[config.mk]
export PLATFORM = sky130hd
export DESIGN_NAME = ordered_array_insert_erase_find
export DESIGN_NICKNAME = d
export VERILOG_FILES = /design/src/oaief_pkg.sv /design/src/oaief_ram.sv /design/src/ordered_array_insert_erase_find.sv
export SDC_FILE = /design/constraint.sdc
export NUM_CORES = 2
export LEC_CHECK = 0
export ABC_AREA = 1
export ABC_CLOCK_PERIOD_IN_PS = 15600
export BUFFER_PORTS_ARGS = -buffer_cell sky130_fd_sc_hd__buf_2
export CAP_MARGIN = 20
export CORE_ASPECT_RATIO = 1.2
export CORE_MARGIN = 2
export CORE_UTILIZATION = 35
export DETAILED_ROUTE_END_ITERATION = 16
export PLACE_DENSITY_LB_ADDON = 0.15
export RECOVER_POWER = 25
export SYNTH_ARGS = -nofsm -noshare
export SYNTH_HDL_FRONTEND = slang
export SYNTH_HIERARCHICAL = 1
export SYNTH_SLANG_ARGS = --single-unit
[constraint.sdc]
create_clock -name clk -period 15.6 [get_ports clk]
set_input_delay 1.56 -clock clk [delete_from_list [all_inputs] [get_ports clk]]
set_output_delay 1.56 -clock clk [all_outputs]
set_load 0.005 [all_outputs]
[src/oaief_pkg.sv]
// ----------------------------------------------------------------------------
// oaief_pkg
// Shared types and constants for the ordered element array block.
// ----------------------------------------------------------------------------
package oaief_pkg;

  // Default sizing
  localparam int CAPACITY_DEF    = 64;
  localparam int VALUE_WIDTH_DEF = 32;

  // Fixed field widths
  localparam int CMD_W    = 4;
  localparam int POS_W    = 7;
  localparam int STATUS_W = 2;
  localparam int FOUND_W  = 6;
  localparam int SIZE_W   = 7;

  // Command codes
  typedef enum logic [CMD_W-1:0] {
    CMD_PUSH_BACK     = 4'd0,
    CMD_PUSH_FRONT    = 4'd1,
    CMD_INSERT_AT     = 4'd2,
    CMD_POP_BACK      = 4'd3,
    CMD_POP_FRONT     = 4'd4,
    CMD_ERASE_COUNT   = 4'd5,
    CMD_ERASE_BETWEEN = 4'd6,
    CMD_FIND          = 4'd7,
    CMD_READ          = 4'd8,
    CMD_WRITE         = 4'd9
  } cmd_t;

  // Result status codes
  typedef enum logic [STATUS_W-1:0] {
    STAT_OK       = 2'd0,
    STAT_EMPTY    = 2'd1,
    STAT_FULL     = 2'd2,
    STAT_NOTFOUND = 2'd3
  } status_t;

  // Sequencer states
  typedef enum logic [2:0] {
    ST_IDLE,
    ST_PLAN,
    ST_SETUP,
    ST_SHIFT,
    ST_FINAL,
    ST_SEARCH,
    ST_FETCH,
    ST_RESP
  } state_t;

endpackage

[src/oaief_ram.sv]
// ----------------------------------------------------------------------------
// oaief_ram
// Generic simple dual-port RAM: one write port, one read port, registered read.
// ----------------------------------------------------------------------------
module oaief_ram #(
  parameter int WIDTH = 32,
  parameter int DEPTH = 64
) (
  input  logic                     clk,
  input  logic                     we,
  input  logic [$clog2(DEPTH)-1:0] waddr,
  input  logic [WIDTH-1:0]         wdata,
  input  logic [$clog2(DEPTH)-1:0] raddr,
  output logic [WIDTH-1:0]         rdata
);

  logic [WIDTH-1:0] mem [DEPTH];

  // Write port
  always_ff @(posedge clk) begin
    if (we) begin
      mem[waddr] <= wdata;
    end
  end

  // Registered read port
  always_ff @(posedge clk) begin
    rdata <= mem[raddr];
  end

endmodule

[src/ordered_array_insert_erase_find.sv]
// ----------------------------------------------------------------------------
// ordered_array_insert_erase_find
// Fixed-capacity ordered element array: push/pop at both ends, insert, erase,
// find, read and write, sequenced over one RAM port pair.
// ----------------------------------------------------------------------------
//  channel | signals                                   | handshake
//  --------+-------------------------------------------+----------------------
//  in      | command, position, extent, value          | in_valid / in_ready
//  out     | status, found_index, read_value, size_now | out_valid / out_ready
//
//  The single RAM read/write port pair moves or compares one element per
//  cycle.
//  Reset clears the element count and control state; storage is not cleared.
//  in_ready is high only in idle; a result waiting on out_ready does not block
//  the next transaction until its own result is due.
// ----------------------------------------------------------------------------
module ordered_array_insert_erase_find
  import oaief_pkg::*;
#(
  parameter int CAPACITY    = CAPACITY_DEF,
  parameter int VALUE_WIDTH = VALUE_WIDTH_DEF
) (
  input  logic                   clk,
  input  logic                   rst,
  input  logic                   in_valid,
  output logic                   in_ready,
  input  logic [CMD_W-1:0]       command,
  input  logic [POS_W-1:0]       position,
  input  logic [POS_W-1:0]       extent,
  input  logic [VALUE_WIDTH-1:0] value,
  output logic                   out_valid,
  input  logic                   out_ready,
  output logic [STATUS_W-1:0]    status,
  output logic [FOUND_W-1:0]     found_index,
  output logic [VALUE_WIDTH-1:0] read_value,
  output logic [SIZE_W-1:0]      size_now
);

  localparam int IW = $clog2(CAPACITY);
  localparam int CW = $clog2(CAPACITY + 1);
  localparam int EW = (CW > 8) ? CW : 8;
  localparam logic [CW-1:0] CAP_C = CW'(CAPACITY);

  // Control registers
  state_t        state, state_next;
  logic [CW-1:0] count, count_next;
  logic          out_valid_r, out_valid_next;
  logic          pend, pend_next;

  // Transaction and work registers
  cmd_t                   cmd_q;
  logic [POS_W-1:0]       pos_q, ext_q;
  logic [VALUE_WIDTH-1:0] val_q;
  logic [IW-1:0]          rp, rp_next;
  logic [IW-1:0]          wa, wa_next;
  logic [IW-1:0]          ca, ca_next;
  logic [IW-1:0]          base, base_next;
  logic [IW-1:0]          start, start_next;
  logic [CW-1:0]          stop, stop_next;
  logic [CW-1:0]          shift, shift_next;
  logic [CW-1:0]          left, left_next;
  logic                   grow, grow_next;
  logic                   up, up_next;
  status_t                st_w, st_next;
  logic [IW-1:0]          found_w, found_next;
  logic [VALUE_WIDTH-1:0] rdv_w, rdv_next;

  // Result registers
  status_t                o_status, o_status_next;
  logic [FOUND_W-1:0]     o_found, o_found_next;
  logic [VALUE_WIDTH-1:0] o_rdv, o_rdv_next;
  logic [SIZE_W-1:0]      o_size, o_size_next;

  // RAM ports
  logic                   mem_we;
  logic [IW-1:0]          mem_waddr, mem_raddr;
  logic [VALUE_WIDTH-1:0] mem_wdata, mem_rdata;

  // Widened operands
  logic [EW-1:0] n_ext, p_ext, e_ext, sum_ext, ins_ext, stop_ext, found_ext;
  logic          p_lt_n;
  logic [IW-1:0] p_idx;

  oaief_ram #(
    .WIDTH (VALUE_WIDTH),
    .DEPTH (CAPACITY)
  ) u_store (
    .clk   (clk),
    .we    (mem_we),
    .waddr (mem_waddr),
    .wdata (mem_wdata),
    .raddr (mem_raddr),
    .rdata (mem_rdata)
  );

  // Bounds and clamped positions
  assign n_ext     = EW'(count);
  assign p_ext     = EW'(pos_q);
  assign e_ext     = EW'(ext_q);
  assign sum_ext   = p_ext + e_ext;
  assign p_lt_n    = (p_ext < n_ext);
  assign p_idx     = p_ext[IW-1:0];
  assign found_ext = EW'(found_w);

  assign ins_ext = (cmd_q == CMD_PUSH_BACK)  ? n_ext :
                   (cmd_q == CMD_PUSH_FRONT) ? '0    :
                   (p_lt_n ? p_ext : n_ext);

  assign stop_ext = (cmd_q == CMD_ERASE_COUNT) ?
                    ((sum_ext < n_ext) ? sum_ext : n_ext) :
                    ((e_ext < n_ext) ? e_ext : n_ext);

  assign in_ready    = (state == ST_IDLE);
  assign out_valid   = out_valid_r;
  assign status      = o_status;
  assign found_index = o_found;
  assign read_value  = o_rdv;
  assign size_now    = o_size;

  // Sequencer: next state, work registers and RAM control
  always_comb begin
    state_next     = state;
    count_next     = count;
    out_valid_next = out_valid_r;
    pend_next      = pend;
    rp_next        = rp;
    wa_next        = wa;
    ca_next        = ca;
    base_next      = base;
    start_next     = start;
    stop_next      = stop;
    shift_next     = shift;
    left_next      = left;
    grow_next      = grow;
    up_next        = up;
    st_next        = st_w;
    found_next     = found_w;
    rdv_next       = rdv_w;
    o_status_next  = o_status;
    o_found_next   = o_found;
    o_rdv_next     = o_rdv;
    o_size_next    = o_size;
    mem_we         = 1'b0;
    mem_waddr      = wa;
    mem_wdata      = mem_rdata;
    mem_raddr      = rp;

    // Drop the result once taken
    if (out_valid_r && out_ready) begin
      out_valid_next = 1'b0;
    end

    unique case (state)
      ST_IDLE: begin
        if (in_valid) begin
          st_next    = STAT_OK;
          found_next = '0;
          rdv_next   = '0;
          pend_next  = 1'b0;
          state_next = ST_PLAN;
        end
      end

      ST_PLAN: begin
        state_next = ST_RESP;
        unique case (cmd_q) inside
          CMD_PUSH_BACK, CMD_PUSH_FRONT, CMD_INSERT_AT: begin
            if (count == CAP_C) begin
              st_next = STAT_FULL;
            end else begin
              base_next  = ins_ext[IW-1:0];
              left_next  = CW'(n_ext - ins_ext);
              rp_next    = IW'(count - CW'(1));
              grow_next  = 1'b1;
              up_next    = 1'b1;
              state_next = ST_SHIFT;
            end
          end
          CMD_POP_BACK: begin
            if (count == '0) begin
              st_next = STAT_EMPTY;
            end else begin
              count_next = count - CW'(1);
            end
          end
          CMD_POP_FRONT: begin
            if (count == '0) begin
              st_next = STAT_EMPTY;
            end else begin
              start_next = '0;
              stop_next  = CW'(1);
              grow_next  = 1'b0;
              state_next = ST_SETUP;
            end
          end
          CMD_ERASE_COUNT: begin
            if (p_lt_n) begin
              start_next = p_idx;
              stop_next  = stop_ext[CW-1:0];
              grow_next  = 1'b0;
              state_next = ST_SETUP;
            end
          end
          CMD_ERASE_BETWEEN: begin
            if (p_lt_n && (p_ext < e_ext)) begin
              start_next = p_idx;
              stop_next  = stop_ext[CW-1:0];
              grow_next  = 1'b0;
              state_next = ST_SETUP;
            end
          end
          CMD_FIND: begin
            if (count == '0) begin
              st_next = STAT_NOTFOUND;
            end else begin
              rp_next    = '0;
              left_next  = count;
              state_next = ST_SEARCH;
            end
          end
          CMD_READ: begin
            if (p_lt_n) begin
              mem_raddr  = p_idx;
              state_next = ST_FETCH;
            end else begin
              st_next = STAT_NOTFOUND;
            end
          end
          CMD_WRITE: begin
            if (p_lt_n) begin
              mem_we    = 1'b1;
              mem_waddr = p_idx;
              mem_wdata = val_q;
            end else begin
              st_next = STAT_NOTFOUND;
            end
          end
          default: begin
            st_next = STAT_NOTFOUND;
          end
        endcase
      end

      // Prepare the downward move that closes an erase gap
      ST_SETUP: begin
        shift_next = stop - CW'(start);
        left_next  = count - stop;
        rp_next    = stop[IW-1:0];
        up_next    = 1'b0;
        state_next = ST_SHIFT;
      end

      // Read one element, write the previous one to its new place
      ST_SHIFT: begin
        mem_we = pend;
        if (left != '0) begin
          pend_next = 1'b1;
          wa_next   = up ? (rp + IW'(1)) : (rp - shift[IW-1:0]);
          rp_next   = up ? (rp - IW'(1)) : (rp + IW'(1));
          left_next = left - CW'(1);
        end else begin
          pend_next = 1'b0;
          if (!pend) begin
            state_next = ST_FINAL;
          end
        end
      end

      // Place the new element or shrink the count
      ST_FINAL: begin
        if (grow) begin
          mem_we     = 1'b1;
          mem_waddr  = base;
          mem_wdata  = val_q;
          count_next = count + CW'(1);
        end else begin
          count_next = count - shift;
        end
        state_next = ST_RESP;
      end

      // Compare the element fetched last cycle, fetch the next one
      ST_SEARCH: begin
        if (pend && (mem_rdata == val_q)) begin
          found_next = ca;
          state_next = ST_RESP;
        end else if (left != '0) begin
          pend_next = 1'b1;
          ca_next   = rp;
          rp_next   = rp + IW'(1);
          left_next = left - CW'(1);
        end else begin
          st_next    = STAT_NOTFOUND;
          state_next = ST_RESP;
        end
      end

      ST_FETCH: begin
        rdv_next   = mem_rdata;
        state_next = ST_RESP;
      end

      // Hand over the result once the output register is free
      ST_RESP: begin
        if (!out_valid_r || out_ready) begin
          o_status_next  = st_w;
          o_found_next   = found_ext[FOUND_W-1:0];
          o_rdv_next     = rdv_w;
          o_size_next    = n_ext[SIZE_W-1:0];
          out_valid_next = 1'b1;
          state_next     = ST_IDLE;
        end
      end

      default: begin
        state_next = ST_IDLE;
      end
    endcase
  end

  // Control state
  always_ff @(posedge clk) begin
    if (rst) begin
      state       <= ST_IDLE;
      count       <= '0;
      out_valid_r <= 1'b0;
      pend        <= 1'b0;
    end else begin
      state       <= state_next;
      count       <= count_next;
      out_valid_r <= out_valid_next;
      pend        <= pend_next;
    end
  end

  // Capture the accepted transaction
  always_ff @(posedge clk) begin
    if (in_valid && in_ready) begin
      cmd_q <= cmd_t'(command);
      pos_q <= position;
      ext_q <= extent;
      val_q <= value;
    end
  end

  // Work and result registers
  always_ff @(posedge clk) begin
    rp       <= rp_next;
    wa       <= wa_next;
    ca       <= ca_next;
    base     <= base_next;
    start    <= start_next;
    stop     <= stop_next;
    shift    <= shift_next;
    left     <= left_next;
    grow     <= grow_next;
    up       <= up_next;
    st_w     <= st_next;
    found_w  <= found_next;
    rdv_w    <= rdv_next;
    o_status <= o_status_next;
    o_found  <= o_found_next;
    o_rdv    <= o_rdv_next;
    o_size   <= o_size_next;
  end

endmodule
==> impl_metrics.tcl <==
set metrics [dict create \
    status "complete, but fails checks" \
    violations "max-capacitance violations, max-slew violations" \
    design.die.area_sq_um 274000 \
    hold_path_depth 0 \
    ios 103 \
    slew_violations 954 \
    min_delay_worst_endpoint "found_index[4]" \
    drive_gt1_share_pct 7.61 \
    grt_busiest_layer "met2" \
    totalWireLength_microns 307000 \
    ys_seq_area_share_pct 72.2 \
    worst_slack_ns 6.82 \
    design.core.area_sq_um 268000 \
    cts_tree "yes" \
    grt_pass1_wl_microns 437000 \
    synth-seq-cells 2282 \
    clk_latency_ns 0.91 \
    crit_slowest_cell "clkbuf_1" \
    max_cap_viol_count 20 \
    num_rows 208 \
    r2r-end "u_store/mem[10][11]" \
    clock-sinks 2282 \
    final_cell_mix "nand2_1 (2504), edfxtp_1 (2238), nand3_1 (1974)" \
    nFillCells 25500 \
    p_leak_uw 0.0375 \
    hold_start "found_w[4]" \
    reg2reg_depth 13 \
    grt.overflow.total 0 \
    max_slew.worst_pin.slew_ns 3.91 \
    wl_per_cell_microns 26.0 \
    path_cells "inv_1, ha_1, a21oi_1, nand2_1, nand2_1, nand2_1, inv_1, nand2_4, nand2_1, clkbuf_1, o21ai_0, buf_16, buf_4" \
    avgSynthCellArea_sq_um 11.7 \
    dp_slack_ns 7.95 \
    clock_path_buffers 4 \
    ant_nets 0 \
    drt_pre_antenna_iters 6 \
    globalplace.congestion 0.860 \
    drc 0 \
    synth_nets 8166 \
    rrSetupSlack_ns 6.82 \
    synthTopCellsByArea "edfxtp_1 (71%), nand3_1 (10%), nand2_1 (10%), buf_2 (1.4%), dfxtp_1 (0.93%)" \
    post-cts-setup-buffers 0 \
    routed-via-count 62600 \
    timing.hold.ws_ns 0.410 \
    final_common_cell "nand2_1" \
    fin_tns_setup_ns 0 \
    die_h_microns 573 \
    synthDistinctLibCells 48 \
    grtUsageTotal_pct 21.9 \
    arrival_ns 9.35 \
    power_density_nw_per_um2 208 \
    met2_usage_pct 37.0 \
    cp.required_ns 16.17 \
    fmax_mhz 114 \
    dpl_cell_area_sq_um 99100 \
    use_met1_pct 29.5 \
    hold_class "flop to flop" \
    first_iter_violations 6236 \
    fin_skew_ns 0.0625 \
    min_period_ns 8.78 \
    post_drt_via_cell_ratio 5.30 \
    portBuffers 102 \
    crit_path_end_kind "flop" \
    clkTransAtPathRegs_ns 0.06 \
    min_period_over_period_pct 56.3 \
    crit_type "flop to flop" \
    seq_area_sq_um 68100 \
    cts_resized 0 \
    vdd_drop_max_mv 0.175 \
    cp-start-kind "flop" \
    antenna_found_initial 13 \
    final-setup-viol-count 0 \
    syn-cell-area_sq_um 94300 \
    grt_pass1_vias 59700 \
    synth_top_area_share_pct 71.3 \
    hpwl_microns 166000 \
    ctsHtreeMaxLevel 4 \
    cts_root_buffer "clkbuf_16" \
    grt_setup_unrepaired "false" \
    start_util_pct 35.2 \
    grt_use_met3_pct 2.73 \
    syn_to_final_growth_pct 12.6 \
    multiInputGateArea_sq_um 23700 \
    critPathMostFrequentCell "nand2_1" \
    nets 8202 \
    relSlewSlack_pct -160 \
    chipWidth_microns 478 \
    synth_top_area_cell "edfxtp_1" \
    timing.rr.start "count[2]" \
    path_max_fanout 40 \
    grt_max_degree 195 \
    stdcell_area_sq_um 106000 \
    cts_buffers 235 \
    hold_violations 0 \
    synthCells 8039 \
    yosys_warnings 6 \
    total_power_uw 22100 \
    hold_buffers 0 \
    slowest_delay_ns 2.24 \
]
-- cell type report --
type	count	share of cell area, %
well taps	3570	4.21
clock inverters	117	0.960
inverters	232	0.855
repair buffers	269	1.61
clock buffers	298	5.89
multi-input cells	5055	22.3
flip-flops and latches	2282	64.1
diodes	2	0.00472
-- per-layer routing --
metal / wire [microns] / vias to the layer above
met5: 10 / -
met4: 9010 / 2
met3: 18400 / 416
met2: 149000 / 2102
met1: 131000 / 31700
li1: - / 28400
-- per-stage QoR --
stage	std cells	utilization (%)
3_5_place_dp	11400	37.0
5_1_grt	11800	39.6
6_report	11800	39.6
3_3_place_gp	11400	37.0
2_1_floorplan	8039	-
4_1_cts	11800	39.7
-- state kept, by name (all words and copies together), names as in the netlist, 7 cells and up --
register / flops
u_store/mem: 2048
rdv_w: 32
read_value: 32
u_store/rdata: 32
val_q: 32
count: 7
ext_q: 7
left: 7
pos_q: 7
shift: 7
size_now: 7
stop: 7
-- Yosys cell counts (all sizes together) --
cell type,number
a211oi,1
or2,6
nand3b,3
a21o,1
o2111ai,7
nor4,2
nor3,26
inv,232
a21oi,76
nand3,1974
xor2,22
o21ai,107
o211ai,7
dfxtp,44
o311ai,1
a21boi,1
nand2b,1
o221ai,4
o21bai,2
nand4,12
a22oi,2
nor2,188
o22ai,6
buf,382
nand2,2506
fa,6
o31ai,1
xnor2,14
edfxtp,2238
a31o,2
a31oi,7
o21a,3
clkbuf,88
ha,67
-- power by group --
group | internal [uW] | leakage [uW] | total (uW) | switching [uW]
Clock | 3090 | 0.00356 | 5460 | 2370
Sequential | 8080 | 0.0206 | 8410 | 327
Combinational | 1860 | 0.0133 | 8250 | 6390
Total | 13000 | 0.0375 | 22100 | 9090
-- logic make-up after synthesis --
family                     share of synthesized area, %
and+or+nand+nor                                    21.6
adders and majority gates                          1.02
DFF                                                72.2
buffers and inverters                              3.47
AOI/OAI and AO/OA                                  1.36
xor gates and xnor gates                          0.334
-- critical path: cells and delay by family (launching register included) --
| kind | cells | cell delay (ns) |
|---|---|---|
| fa+ha+maj | 1 | 0.37 |
| buf+inv | 5 | 3.80 |
| flops | 1 | 0.58 |
| compound gates | 2 | 2.17 |
| simple gates | 5 | 1.47 |
-- worst max path at each step --
| stage | cells after the start | slack (ns) | endpoint | start |
|---|---|---|---|---|
| finish | 13 | 6.82 | u_store/mem[10][11] | count[2] |
| global route | 13 | 6.33 | u_store/mem[8][11] | count[2] |
| CTS | 23 | 7.90 | u_store/rdata[17] | count[2] |
| detailed placement | 23 | 7.95 | u_store/rdata[17] | count[2] |
| global placement | 22 | 8.07 | u_store/rdata[17] | count[4] |
| floorplan | 13 | 10.43 | u_store/mem[55][0] | count[4] |
(Power assumes the default switching activity.)
